$ cat src/rtl/ece_pkg.sv
package ece_pkg;

  localparam int FRAC_BITS = 15;
  localparam int XW        = FRAC_BITS + 1;
  localparam int OUT_W     = 16;
  localparam int MODE_W    = 5;
  localparam logic [MODE_W-1:0] MODE_LAST = 5'd16;

  localparam logic [XW-1:0] ONE  = XW'(1) << FRAC_BITS;
  localparam logic [XW-1:0] HALF = XW'(1) << (FRAC_BITS - 1);

  localparam int Q30 = 30;
  localparam logic [30:0] HALF_PI_Q30 = 31'd1686629713;

  localparam int SINE_STEPS   = 7;
  localparam int RECIP_SHIFT  = 35;
  localparam logic [35:0] RECIP_SCALE = 36'd1 << RECIP_SHIFT;
  localparam logic [7:0] SINE_DIV [SINE_STEPS] = '{
    8'd12, 8'd30, 8'd56, 8'd90, 8'd132, 8'd182, 8'd240
  };
  localparam logic [31:0] SINE_RECIP [SINE_STEPS] = '{
    32'(RECIP_SCALE / 12), 32'(RECIP_SCALE / 30), 32'(RECIP_SCALE / 56),
    32'(RECIP_SCALE / 90), 32'(RECIP_SCALE / 132), 32'(RECIP_SCALE / 182),
    32'(RECIP_SCALE / 240)
  };

  // Register stages from the argument register to the base curve result.
  localparam int BASE_LAT = 24;

  typedef enum logic [1:0] {
    KIND_QUAD,
    KIND_CUBIC,
    KIND_SINE,
    KIND_CIRC
  } kind_t;

  typedef enum logic [1:0] {
    FORM_IN,
    FORM_OUT,
    FORM_INOUT,
    FORM_OUTIN
  } form_t;

  typedef struct packed {
    logic          valid;
    logic          linear;
    logic          inv;
    logic          halve;
    logic          add_half;
    kind_t         kind;
    logic [XW-1:0] x;
  } ctrl_t;

endpackage

$ cat src/rtl/ece_poly.sv
module ece_poly (
  input  logic                      clk,
  input  logic                      en,
  input  logic [ece_pkg::XW-1:0]    xb,
  output logic [ece_pkg::XW-1:0]    quad,
  output logic [ece_pkg::XW-1:0]    cube
);

  localparam int PAD = ece_pkg::BASE_LAT - 2;
  localparam logic [2*ece_pkg::XW-1:0] RND = (2*ece_pkg::XW)'(1) << (ece_pkg::FRAC_BITS - 1);

  logic [ece_pkg::XW-1:0] sq_r, xb1_r;
  logic [ece_pkg::XW-1:0] sq2_r, cube_r;
  logic [ece_pkg::XW-1:0] quad_d_r [PAD];
  logic [ece_pkg::XW-1:0] cube_d_r [PAD];
  logic [2*ece_pkg::XW-1:0] sq_full, cube_full;

  always_comb begin
    sq_full   = (2*ece_pkg::XW)'(xb) * (2*ece_pkg::XW)'(xb) + RND;
    cube_full = (2*ece_pkg::XW)'(sq_r) * (2*ece_pkg::XW)'(xb1_r) + RND;
  end

  always_ff @(posedge clk) begin
    if (en) begin
      sq_r     <= ece_pkg::XW'(sq_full >> ece_pkg::FRAC_BITS);
      xb1_r    <= xb;
      sq2_r    <= sq_r;
      cube_r   <= ece_pkg::XW'(cube_full >> ece_pkg::FRAC_BITS);
      quad_d_r[0] <= sq2_r;
      cube_d_r[0] <= cube_r;
      for (int i = 1; i < PAD; i++) begin
        quad_d_r[i] <= quad_d_r[i-1];
        cube_d_r[i] <= cube_d_r[i-1];
      end
    end
  end

  assign quad = quad_d_r[PAD-1];
  assign cube = cube_d_r[PAD-1];

endmodule

$ cat config.mk
export PLATFORM = sky130hd
export DESIGN_NAME = ece_poly
export DESIGN_NICKNAME = d
export VERILOG_FILES = /design/src/rtl/ece_pkg.sv /design/src/rtl/ece_poly.sv
export SDC_FILE = /design/constraint.sdc
export NUM_CORES = 1
export LEC_CHECK = 0
export BUFFER_PORTS_ARGS = -buffer_cell sky130_fd_sc_hd__buf_2
export CAP_MARGIN = 20
export CORE_ASPECT_RATIO = 0.9
export CORE_UTILIZATION = 58
export DETAILED_ROUTE_END_ITERATION = 8
export GPL_TIMING_DRIVEN = 0
export PLACE_DENSITY = 0.77
export REMOVE_ABC_BUFFERS = 1
export SETUP_SLACK_MARGIN = 0.05
export SLEW_MARGIN = 20
export SYNTH_ARGS = -nofsm -noshare
export SYNTH_HDL_FRONTEND = slang
export SYNTH_SLANG_ARGS = --single-unit
$ cat constraint.sdc
create_clock -name clk -period 5.85 [get_ports clk]
set_input_delay 0 -clock clk [delete_from_list [all_inputs] [get_ports clk]]
set_output_delay 0 -clock clk [all_outputs]
set_load 0.01 [all_outputs]
==> impl_metrics.csv <==
group,metric,value,unit
global_routing,grt_pass1_wl,105,mm
cts,clkTransAtPathRegs,0.06,ns
cts,htreeDepth,3,
die,ioPinCount,50,
detailed_routing,ant_nets,0,
detailed_routing,vias,19000,
min_path,hold_path.class,"reg2reg",
timing,period_minus_slack,5.80,ns
timing,post-route-period-util,0.992,
global_routing,grt_use_total,0.201,
synth,yosys-top-cells-area,"edfxtp_1 60%, fa_1 18%, ha_1 7.0%, inv_1 4.5%, and2_1 2.7%",
timing,fin_skew,0.0429,ns
die,initial_utilization,0.587,
global_routing,grt_max_degree,113,
worst_setup_path,regToRegSetupSlack,0.05,ns
cts,clk_latency,0.63,ns
worst_setup_path,crit_family,"adder cells",
worst_setup_path,reg2reg_to,"cube_r[15]",
worst_setup_path,crit_required,6.21,ns
run_status,violations,"design-rule violations",
detailed_routing,wl,64.2,mm
worst_setup_path,worstPathArrival,6.17,ns
die,core_area,0.0657,mm^2
synth,async_flop_share,0,
detailed_routing,drcViolationCount,24,
finish,nets,3279,
synth,yosysTopAreaCell,"edfxtp_1",
detailed_routing,routedWlPerCell,17.8,um
placed_design,dp_hpwl,39.6,mm
finish,synthToLayoutAreaGrowth,12.4,%
synth,syn_inst,2525,
placed_design,gp_congestion,0.858,
detailed_routing,dr.pass1.iters,9,
synth,yosysWarnings,0,
timing,fin_setup_tns,0,ns
worst_setup_path,worst-path-stages,18,
timing,rsz0062_at_grt,"yes",
timing,fmax,172,MHz
worst_setup_path,path_cells,"buf_6, buf_4, and2_1, fa_1, inv_1, fa_1, inv_1, ha_1, fa_1, fa_1, fa_1, ha_1, a211o_2, o2111ai_2, nand3_4, a41oi_4, mux2i_1, a221o_1",
finish,postLayoutCoreUtil,0.660,
synth,synth_top_area_frac,0.598,
detailed_routing,initialDrtViolationCount,1180,
synth,synth_seq_cells,768,
synth,ys_dominant_reg_cell,"edfxtp_1",
worst_setup_path,reg2reg_from,"xb1_r[4]",
finish,fillerInstances,4446,
worst_setup_path,startpoint_type,"register",
cts,cts_buffer_depth,3,
die,dieArea,0.0676,mm^2
die,die_y,247,um
detailed_routing,viasPerCell,5.26,
synth,syn-cell-area,0.0386,mm^2
synth,synth.avg_cell_area,15.3,um^2
synth,ys_seq_area_frac,0.598,
worst_setup_path,path_buf_inv,4,
global_routing,grt_pass1_vias,20800,
worst_setup_path,cp-endpoint,"cube_r[15]",
cts,cts_buffers,75,
timing,tightest_slew,0.657,ns
global_routing,antenna_found_initial,0,
worst_setup_path,endpoint_kind,"register",
worst_setup_path,crit_path_max_incr_delay,0.59,ns
finish,diodes,0,
cts,cts_root_buf,"clkbuf_16",
global_routing,grt_overflow,0,
run_status,run_status,"finished, violations left",
finish,final_common_cell,"edfxtp_1",
timing,max_slew_margin,0.562,
worst_setup_path,crit_slowest_cell,"fa_1",
placed_design,portBuffers,49,
timing,finalHoldViolations,0,
cts,cts_num_sinks,768,
timing,whs,0.393,ns
worst_setup_path,critical_path_class,"reg2reg",
die,die_w,274,um
worst_setup_path,crit_start,"xb1_r[4]",
die,std_cell_rows,89,
finish,most-common-layout-cells,"768 x edfxtp_1, 464 x inv_1, 353 x fa_1, 225 x nand2_1, 210 x ha_1",
synth,ys_types,53,
timing,final_max_slew_viol_count,0,
finish,drive_above_1_share,0.111,
synth,synth_edf_count,768,
worst_setup_path,reg2reg_depth,18,
cts,cts_tree,"yes",
worst_setup_path,cp_max_fo,7,
flow_run,maxCapViolations,0,
timing,setup_viol_count_final,0,
worst_setup_path,cpMostUsedCell,"fa_1",
sequential cells by signal (all words and copies together) (netlist names):
signal,count
cube_d_r,352
cube_r,16
quad_d_r,352
sq2_r,16
sq_r,16
xb1_r,16
logic make-up after synthesis:
| kind of cell | Yosys count | synth area share |
|---|---|---|
| flip-flops | 768 | 0.598 |
| adder cells (fa/ha/maj) | 570 | 0.254 |
| buffers and inverters | 554 | 0.0570 |
| AND/OR/NAND/NOR | 463 | 0.0584 |
| AO/OA/AOI/OAI | 126 | 0.0232 |
| XOR/XNOR | 42 | 0.00953 |
| multiplexers | 2 | 0.000551 |
per-layer routing:
| metal | GRT usage | vias up | wire length [um] |
|---|---|---|---|
| li1 | - | 8663 | - |
| met2 | 0.348 | 526 | 32800 |
| met5 | 0 | - | 0 |
| met1 | 0.251 | 9659 | 25800 |
| met4 | 0.0864 | 0 | 2350 |
| met3 | 0.0340 | 156 | 3250 |
how the worst min path moves through the flow:
stage / from / end / cells past startpoint
after floorplan: xb[0] / xb1_r[0] / 0
after detailed placement: cube_d_r[0][89] / cube_d_r[0][105] / 0
after global placement: quad_d_r[0][28] / quad_d_r[0][44] / 0
after CTS: xb[15] / xb1_r[15] / 2
final: quad_d_r[0][15] / quad_d_r[0][31] / 0
after global routing: xb[8] / xb1_r[8] / 2
cell usage after synthesis (2+ instances only):
cell type,n
and2_1,167
xnor2_1,30
nand4_1,10
a21boi_0,2
o22ai_1,2
a21o_1,16
a31oi_1,5
buf_4,32
fa_1,355
o221ai_1,2
or2_2,2
nor2b_1,4
or3_1,4
a21oi_1,35
nand2_1,226
nor3_1,5
a22oi_1,2
o2111ai_1,3
nand3_1,7
o21a_1,8
nor2_1,28
o311ai_0,2
ha_1,215
a211o_2,2
a21o_2,2
a211oi_1,4
o31a_1,2
edfxtp_1,768
o21bai_1,5
o211ai_1,4
o21ai_0,19
inv_1,467
and3_1,4
xor2_1,12
nand2b_1,2
clkbuf_1,55
worst register-to-register path: stages (launching register included):
cell	delay [ns]
edfxtp_1	0.43
buf_6	0.16
buf_4	0.16
and2_1	0.17
fa_1	0.55
inv_1	0.06
fa_1	0.50
inv_1	0.06
ha_1	0.19
fa_1	0.48
fa_1	0.59
fa_1	0.43
ha_1	0.35
a211o_2	0.33
o2111ai_2	0.25
nand3_4	0.17
a41oi_4	0.32
mux2i_1	0.11
a221o_1	0.28
area by class of cell:
class                           count  area, um^2  share of cell area
Tap cell                          864        1080              0.0249
Timing Repair Buffer              176        1510              0.0347
Clock inverter                     46         563              0.0130
Sequential cell                   768       23100               0.532
Clock buffer                       89        1930              0.0445
Inverter                          467        1750              0.0404
Multi-Input combinational cell   1203       13500               0.311
metrics by stage:
| stage | instances | instance area (um^2) | worst slack, ns |
|---|---|---|---|
| after floorplan | 2438 | 38200 | 0.225 |
| after CTS | 3608 | 43300 | 0.0507 |
| after detailed placement | 3358 | 39700 | -0.639 |
| after global placement | 3351 | 39500 | -6.02 |
| after global routing | 3613 | 43400 | -0.0977 |
| final | 3613 | 43400 | 0.0475 |
timing repair:
action                     4_1_cts  5_1_grt
hold buffers                    17        0
setup endpoints to repair       16       20
pin swaps                        9       23
setup buffers                   98        5
hold endpoints to repair        95        0
gates resized for setup         20       31
Power is not shown: default switching activity piles up to over one toggle a cycle in this logic, so the estimate is an artifact.
