<file path="src/rtl/ece_pkg.sv">
package ece_pkg;

  localparam int FRAC_BITS = 15;
  localparam int XW        = FRAC_BITS + 1;
  localparam int OUT_W     = 16;
  localparam int MODE_W    = 5;
  localparam logic [MODE_W-1:0] MODE_LAST = 5'd16;

  localparam logic [XW-1:0] ONE  = XW'(1) << FRAC_BITS;
  localparam logic [XW-1:0] HALF = XW'(1) << (FRAC_BITS - 1);

  localparam int Q30 = 30;
  localparam logic [30:0] HALF_PI_Q30 = 31'd1686629713;

  localparam int SINE_STEPS   = 7;
  localparam int RECIP_SHIFT  = 35;
  localparam logic [35:0] RECIP_SCALE = 36'd1 << RECIP_SHIFT;
  localparam logic [7:0] SINE_DIV [SINE_STEPS] = '{
    8'd12, 8'd30, 8'd56, 8'd90, 8'd132, 8'd182, 8'd240
  };
  localparam logic [31:0] SINE_RECIP [SINE_STEPS] = '{
    32'(RECIP_SCALE / 12), 32'(RECIP_SCALE / 30), 32'(RECIP_SCALE / 56),
    32'(RECIP_SCALE / 90), 32'(RECIP_SCALE / 132), 32'(RECIP_SCALE / 182),
    32'(RECIP_SCALE / 240)
  };

  // Register stages from the argument register to the base curve result.
  localparam int BASE_LAT = 24;

  typedef enum logic [1:0] {
    KIND_QUAD,
    KIND_CUBIC,
    KIND_SINE,
    KIND_CIRC
  } kind_t;

  typedef enum logic [1:0] {
    FORM_IN,
    FORM_OUT,
    FORM_INOUT,
    FORM_OUTIN
  } form_t;

  typedef struct packed {
    logic          valid;
    logic          linear;
    logic          inv;
    logic          halve;
    logic          add_half;
    kind_t         kind;
    logic [XW-1:0] x;
  } ctrl_t;

endpackage

</file>
<file path="src/rtl/ece_circ.sv">
module ece_circ (
  input  logic                      clk,
  input  logic                      en,
  input  logic [ece_pkg::XW-1:0]    xb,
  output logic [ece_pkg::XW-1:0]    result
);

  localparam int S   = ece_pkg::XW;
  localparam int PAD = ece_pkg::BASE_LAT - S - 2;
  localparam logic [31:0] ONE_SQ = 32'd1 << (2 * ece_pkg::FRAC_BITS);

  logic [31:0] rem_r [S+1];
  logic [S:0]  res_r [S+1];
  logic [ece_pkg::XW-1:0] out_r;
  logic [ece_pkg::XW-1:0] pad_r [PAD];
  logic [31:0] xx;
  logic [S:0]  res_rnd;

  always_comb begin
    xx      = 32'(xb) * 32'(xb);
    res_rnd = (rem_r[S] > 32'(res_r[S])) ? res_r[S] + 1'b1 : res_r[S];
  end

  always_ff @(posedge clk) begin
    if (en) begin
      rem_r[0] <= ONE_SQ - xx;
      res_r[0] <= '0;
      out_r    <= ece_pkg::XW'((S+1)'(ece_pkg::ONE) - res_rnd);
      pad_r[0] <= out_r;
      for (int i = 1; i < PAD; i++) begin
        pad_r[i] <= pad_r[i-1];
      end
    end
  end

  for (genvar s = 0; s < S; s++) begin : g_bit
    localparam int B = S - 1 - s;
    logic [31:0] trial;

    always_comb begin
      trial = (32'(res_r[s]) << (B + 1)) + (32'd1 << (2 * B));
    end

    always_ff @(posedge clk) begin
      if (en) begin
        if (rem_r[s] >= trial) begin
          rem_r[s+1] <= rem_r[s] - trial;
          res_r[s+1] <= res_r[s] + ((S+1)'(1) << B);
        end else begin
          rem_r[s+1] <= rem_r[s];
          res_r[s+1] <= res_r[s];
        end
      end
    end
  end

  assign result = pad_r[PAD-1];

endmodule

</file>
<file path="config.mk">
export PLATFORM = sky130hd
export DESIGN_NAME = ece_circ
export DESIGN_NICKNAME = d
export VERILOG_FILES = /design/src/rtl/ece_pkg.sv /design/src/rtl/ece_circ.sv
export SDC_FILE = /design/constraint.sdc
export NUM_CORES = 2
export LEC_CHECK = 0
export ABC_AREA = 1
export ABC_CLOCK_PERIOD_IN_PS = 20200
export BUFFER_PORTS_ARGS = -buffer_cell sky130_fd_sc_hd__buf_2
export CORE_MARGIN = 5
export CORE_UTILIZATION = 40
export DETAILED_ROUTE_END_ITERATION = 7
export PLACE_DENSITY_LB_ADDON = 0.08
export RECOVER_POWER = 25
export SYNTH_ARGS = -nofsm -noshare
export SYNTH_HDL_FRONTEND = slang
export SYNTH_SLANG_ARGS = --single-unit
</file>
<file path="constraint.sdc">
create_clock -name clk -period 20.2 [get_ports clk]
set_input_delay 4.04 -clock clk [delete_from_list [all_inputs] [get_ports clk]]
set_output_delay 4.04 -clock clk [all_outputs]
set_load 0.005 [all_outputs]
</file>
==> reports/results.env <==
AREA_GROWTH_SYN_TO_LAYOUT_PCT=10.2
CHIPHEIGHT_UM=352
CLOCK_TREE.ROOT_CELL='sky130_fd_sc_hd__clkbuf_16'
FIN_WORST_SKEW_PS=21.6
CLK_PATH_BUF_DEPTH=3
CRITICAL_PATH_ARRIVAL_PS=9630
SYNTH_LARGEST_TYPE_AREA_FRACTION=0.499
DRV.MAX_CAP_VIOLATION_COUNT=0
CTS_TREE='yes'
AREA_CONTRIBUTORS_POST_SYNTH='sky130_fd_sc_hd__edfxtp_1, sky130_fd_sc_hd__fa_1, sky130_fd_sc_hd__ha_1'
GRT_PASS1_WL_UM=171000
RUN_STATUS='completed'
SEQ_AREA_FRAC_SYNTH=0.499
CTS_BUFFERS=87
FINALMAXSLEWVIOLATIONS=0
CORE_REGION_AREA_UM2=116000
POST_SYNTH_NUM_CELL_TYPES=69
TRACK_USAGE=0.176
POST_CTS_RESIZE_COUNT=0
DIE_WIDTH_UM=352
POSTSYNTH.TOPFLOPCELL='sky130_fd_sc_hd__edfxtp_1'
POWER-PER-CELL-AREA_nW_PER_UM2=146
TIMING.FINAL.HOLD_VIOLATIONS=0
DIE-AREA_UM2=124000
INTERNAL_POWER_mW=4.53
FIRST_GLOBAL_VIAS=31351
LAYOUT.CELL_AREA.NON_FILLER_UM2=51400
HOLDPATHEND='pad_r[4][8]'
SYNTH_AREA_UM2=46700
ASYNC_FLOP_SHARE=0
SEQPWRFRAC=0.326
CLK_LATENCY_PS=660
WORSTHOLDPATHCELLS=0
GRT_OVERFLOW_TOTAL=0
FINAL_SETUP_VIO_COUNT=0
WORST-ENDPOINT-REQUIRED_PS=20610
SETUP-TNS-FINAL_PS=0
POST_CTS.REPAIR.SETUP_BUFFERS=0
POWER.SWITCHING_mW=2.98
INITIAL_UTILIZATION=0.402
DRC=0
SYNTHESIS.AREA_PER_INSTANCE_UM2=10.2
YOSYS.AREA.TOP_TYPE='sky130_fd_sc_hd__edfxtp_1'
POWER.STATIC_LEAKAGE_nW=22.1
CP_ENDPOINT_KIND='flip-flop'
ANTENNA_FOUND_INITIAL=4
IOS=34
IRDROPWORSTVDD_mV=0.223
DETAIL-ROUTE-ANTENNA-NETS=0
TIGHTEST_SLEW_PS=928
FIRSTDRTPASSITERS=5
FILLERS=11246
HP-CLASS='reg2reg'
DRT-VIAS-PER-INSTANCE=4.89
CTS.HOLD.BUFFERS_ADDED=0
PLACEMENT.IO_BUFFERS=33
PLACE.DETAILED.HPWL_UM=83400
SOURCE_OF_THE_WORST_REGISTER_TO_REGISTER_TIMING_PATH='res_r[11][6]'
GRT_START_MAX_NET_PINS=147
WORST_SETUP_PATH_START_KIND='primary input'
MULTI_INPUT_AREA_UM2=19600
AREA_OF_ALL_SEQUENTIAL_STANDARD_CELLS_UM2=23300
FLIP_FLOP_AND_LATCH_COUNT_AFTER_SYNTHESIS=776
POST-ROUTE-UTIL=0.443
SYNTHESIS.YOSYS.WARNINGS=0
FIN_CRIT_PS=9220
SYNTH_ENABLE_FLOP_CELLS=776
HOLD_PATH.STARTPOINT='pad_r[3][8]'
WORST-R2R-SETUP-SLACK_PS=16980
MAX_FREQ_GHz=0.108
SYN-INSTANCE-COUNT=4578
PLACEMENTROWS=125
LEADING_CELL_TYPE_IN_THE_LAYOUT_FILL_AND_TAPS_EXCLUDED='sky130_fd_sc_hd__inv_1'
DRT_FIRST_ITER_VIOLATIONS=1764
SYNTHESIZED_NETLIST_NET_COUNT=5051
RSZ_0062_RAISED_AFTER_GLOBAL_ROUTING='no'
GLOBALPLACE.CONGESTION=0.854
TIMING.HOLD.WS_PS=415
TIMING.FINAL.CRIT_SHARE=0.456
DESIGN.FINAL.NETS=5114
POWER_FRAC_COMB=0.459
SWITCHING_PART_OF_THE_TOTAL=0.397
FF2FF_PATH_DEPTH=11
DRT_WL_TOTAL_UM=107000
VIAS=30523
POWER_FRAC_CLOCK=0.215
FINAL_CELL_MIX='sky130_fd_sc_hd__inv_1, sky130_fd_sc_hd__edfxtp_1, sky130_fd_sc_hd__nand2_1'
HTREE_DEPTH=3
MAXSLEWHEADROOM=0.376
POST_DRT_WL_PER_CELL_UM=17.2
FRACTION_OF_LAYOUT_INSTANCES_USING_A_DRIVE_STRENGTH_ABOVE_1=0.0662
CLKSLEWWORSTSETUPHOLDPATHS_PS=70
TYPE_OF_THE_WORST_SETUP_PATH='in2reg'
TRITONCTS_NUM_SINKS=776
PLACEMENT.CELL_AREA_UM2=48500
REG2REG_TO='rem_r[12][9]'
CRIT_FANOUT=17
sequential cells by signal, indices dropped and copies added, names as in the netlist, named ones only:
signal  count
pad_r      96
res_r     136
out_r      16
rem_r     527
power groups by stage:
| stage | clock network [mW] | logic, mW | registers, mW |
|---|---|---|---|
| floorplan | 0 | 2.64 | 2.39 |
| global placement | 0 | 3.52 | 2.48 |
| detailed placement | 0 | 3.50 | 2.48 |
| CTS | 1.67 | 3.52 | 2.45 |
| global route | 1.73 | 3.99 | 2.47 |
| finish | 1.62 | 3.45 | 2.44 |
how the worst max path moves through the flow:
stage / from / end / slack (ps) / depth (start not counted)
6_report: xb[1] / rem_r[0][28] / 10980 / 23
5_1_grt: xb[1] / rem_r[0][28] / 10650 / 21
4_1_cts: xb[1] / rem_r[0][29] / 11060 / 23
3_5_place_dp: xb[1] / rem_r[0][29] / 10340 / 23
3_3_place_gp: xb[1] / rem_r[0][29] / 10390 / 23
2_1_floorplan: xb[13] / rem_r[0][29] / 10700 / 22
layer usage:
layer	global-route usage	wire, um	vias up
met5	0	13	-
met4	0.0397	2190	2
met3	0.0220	3890	137
met2	0.311	53300	470
met1	0.232	47900	14605
li1	-	-	15309
stage by stage:
step | cells | setup WS (ps) | power, mW
6_report | 6237 | 10980 | 7.51
3_5_place_dp | 6076 | 10340 | 5.98
5_1_grt | 6236 | 10650 | 8.19
2_1_floorplan | 4578 | 10700 | 5.03
4_1_cts | 6236 | 11060 | 7.64
3_3_place_gp | 6076 | 10390 | 6.01
synthesized netlist by cell type, types with 18 or more instances:
master                       n
sky130_fd_sc_hd__a21oi_1   219
sky130_fd_sc_hd__nand4_1    66
sky130_fd_sc_hd__inv_1     897
sky130_fd_sc_hd__nor4_1     78
sky130_fd_sc_hd__fa_1      177
sky130_fd_sc_hd__clkbuf_1   45
sky130_fd_sc_hd__mux2_2     19
sky130_fd_sc_hd__nand2_2    22
sky130_fd_sc_hd__o21ai_1    18
sky130_fd_sc_hd__xor2_1    168
sky130_fd_sc_hd__nor3_1     76
sky130_fd_sc_hd__ha_1      278
sky130_fd_sc_hd__o21ai_0   166
sky130_fd_sc_hd__nor2_1    364
sky130_fd_sc_hd__edfxtp_1  776
sky130_fd_sc_hd__nand2_1   708
sky130_fd_sc_hd__nand3_1   147
sky130_fd_sc_hd__xnor2_1   114
area by class of cell:
type / instances / area share
Inverter: 907 / 0.0662
Clock buffer: 105 / 0.0441
Clock inverter: 55 / 0.0129
Antenna cell: 1 / 0.0000487
Multi-Input combinational cell: 2823 / 0.381
Tap cell: 1524 / 0.0371
Timing Repair Buffer: 46 / 0.00555
Sequential cell: 776 / 0.453
worst max-delay path: stages:
cell and delay (ps):
sky130_fd_sc_hd__buf_2 410, sky130_fd_sc_hd__nand2_1 250, sky130_fd_sc_hd__xor2_1 210, sky130_fd_sc_hd__ha_1 190
sky130_fd_sc_hd__a21o_1 170, sky130_fd_sc_hd__fa_1 480, sky130_fd_sc_hd__fa_1 520, sky130_fd_sc_hd__fa_1 520
sky130_fd_sc_hd__fa_1 540, sky130_fd_sc_hd__inv_1 50, sky130_fd_sc_hd__fa_1 530, sky130_fd_sc_hd__inv_1 40
sky130_fd_sc_hd__ha_1 350, sky130_fd_sc_hd__a21oi_1 210, sky130_fd_sc_hd__inv_1 60, sky130_fd_sc_hd__a21oi_1 190
sky130_fd_sc_hd__o221ai_1 170, sky130_fd_sc_hd__a21oi_1 280, sky130_fd_sc_hd__o21ai_1 130, sky130_fd_sc_hd__nand2_1 100
sky130_fd_sc_hd__nand2_1 50, sky130_fd_sc_hd__nand2_1 60, sky130_fd_sc_hd__nand2_1 40
kinds of logic (layout without fill, tap and decap cells):
kind of cell / count (synthesis) / in the layout / synth area share
multiplexers: 23 / 23 / 0.00555
AND/OR/NAND/NOR: 1549 / 1549 / 0.149
buffers and inverters: 979 / 1113 / 0.0807
other: 0 / 1 / 0
XOR/XNOR: 282 / 282 / 0.0529
adder cells (fa/ha/maj): 455 / 455 / 0.150
flip-flops: 776 / 776 / 0.499
AO/OA/AOI/OAI: 514 / 514 / 0.0623
Note: power is estimated with default switching activity, not from simulation.
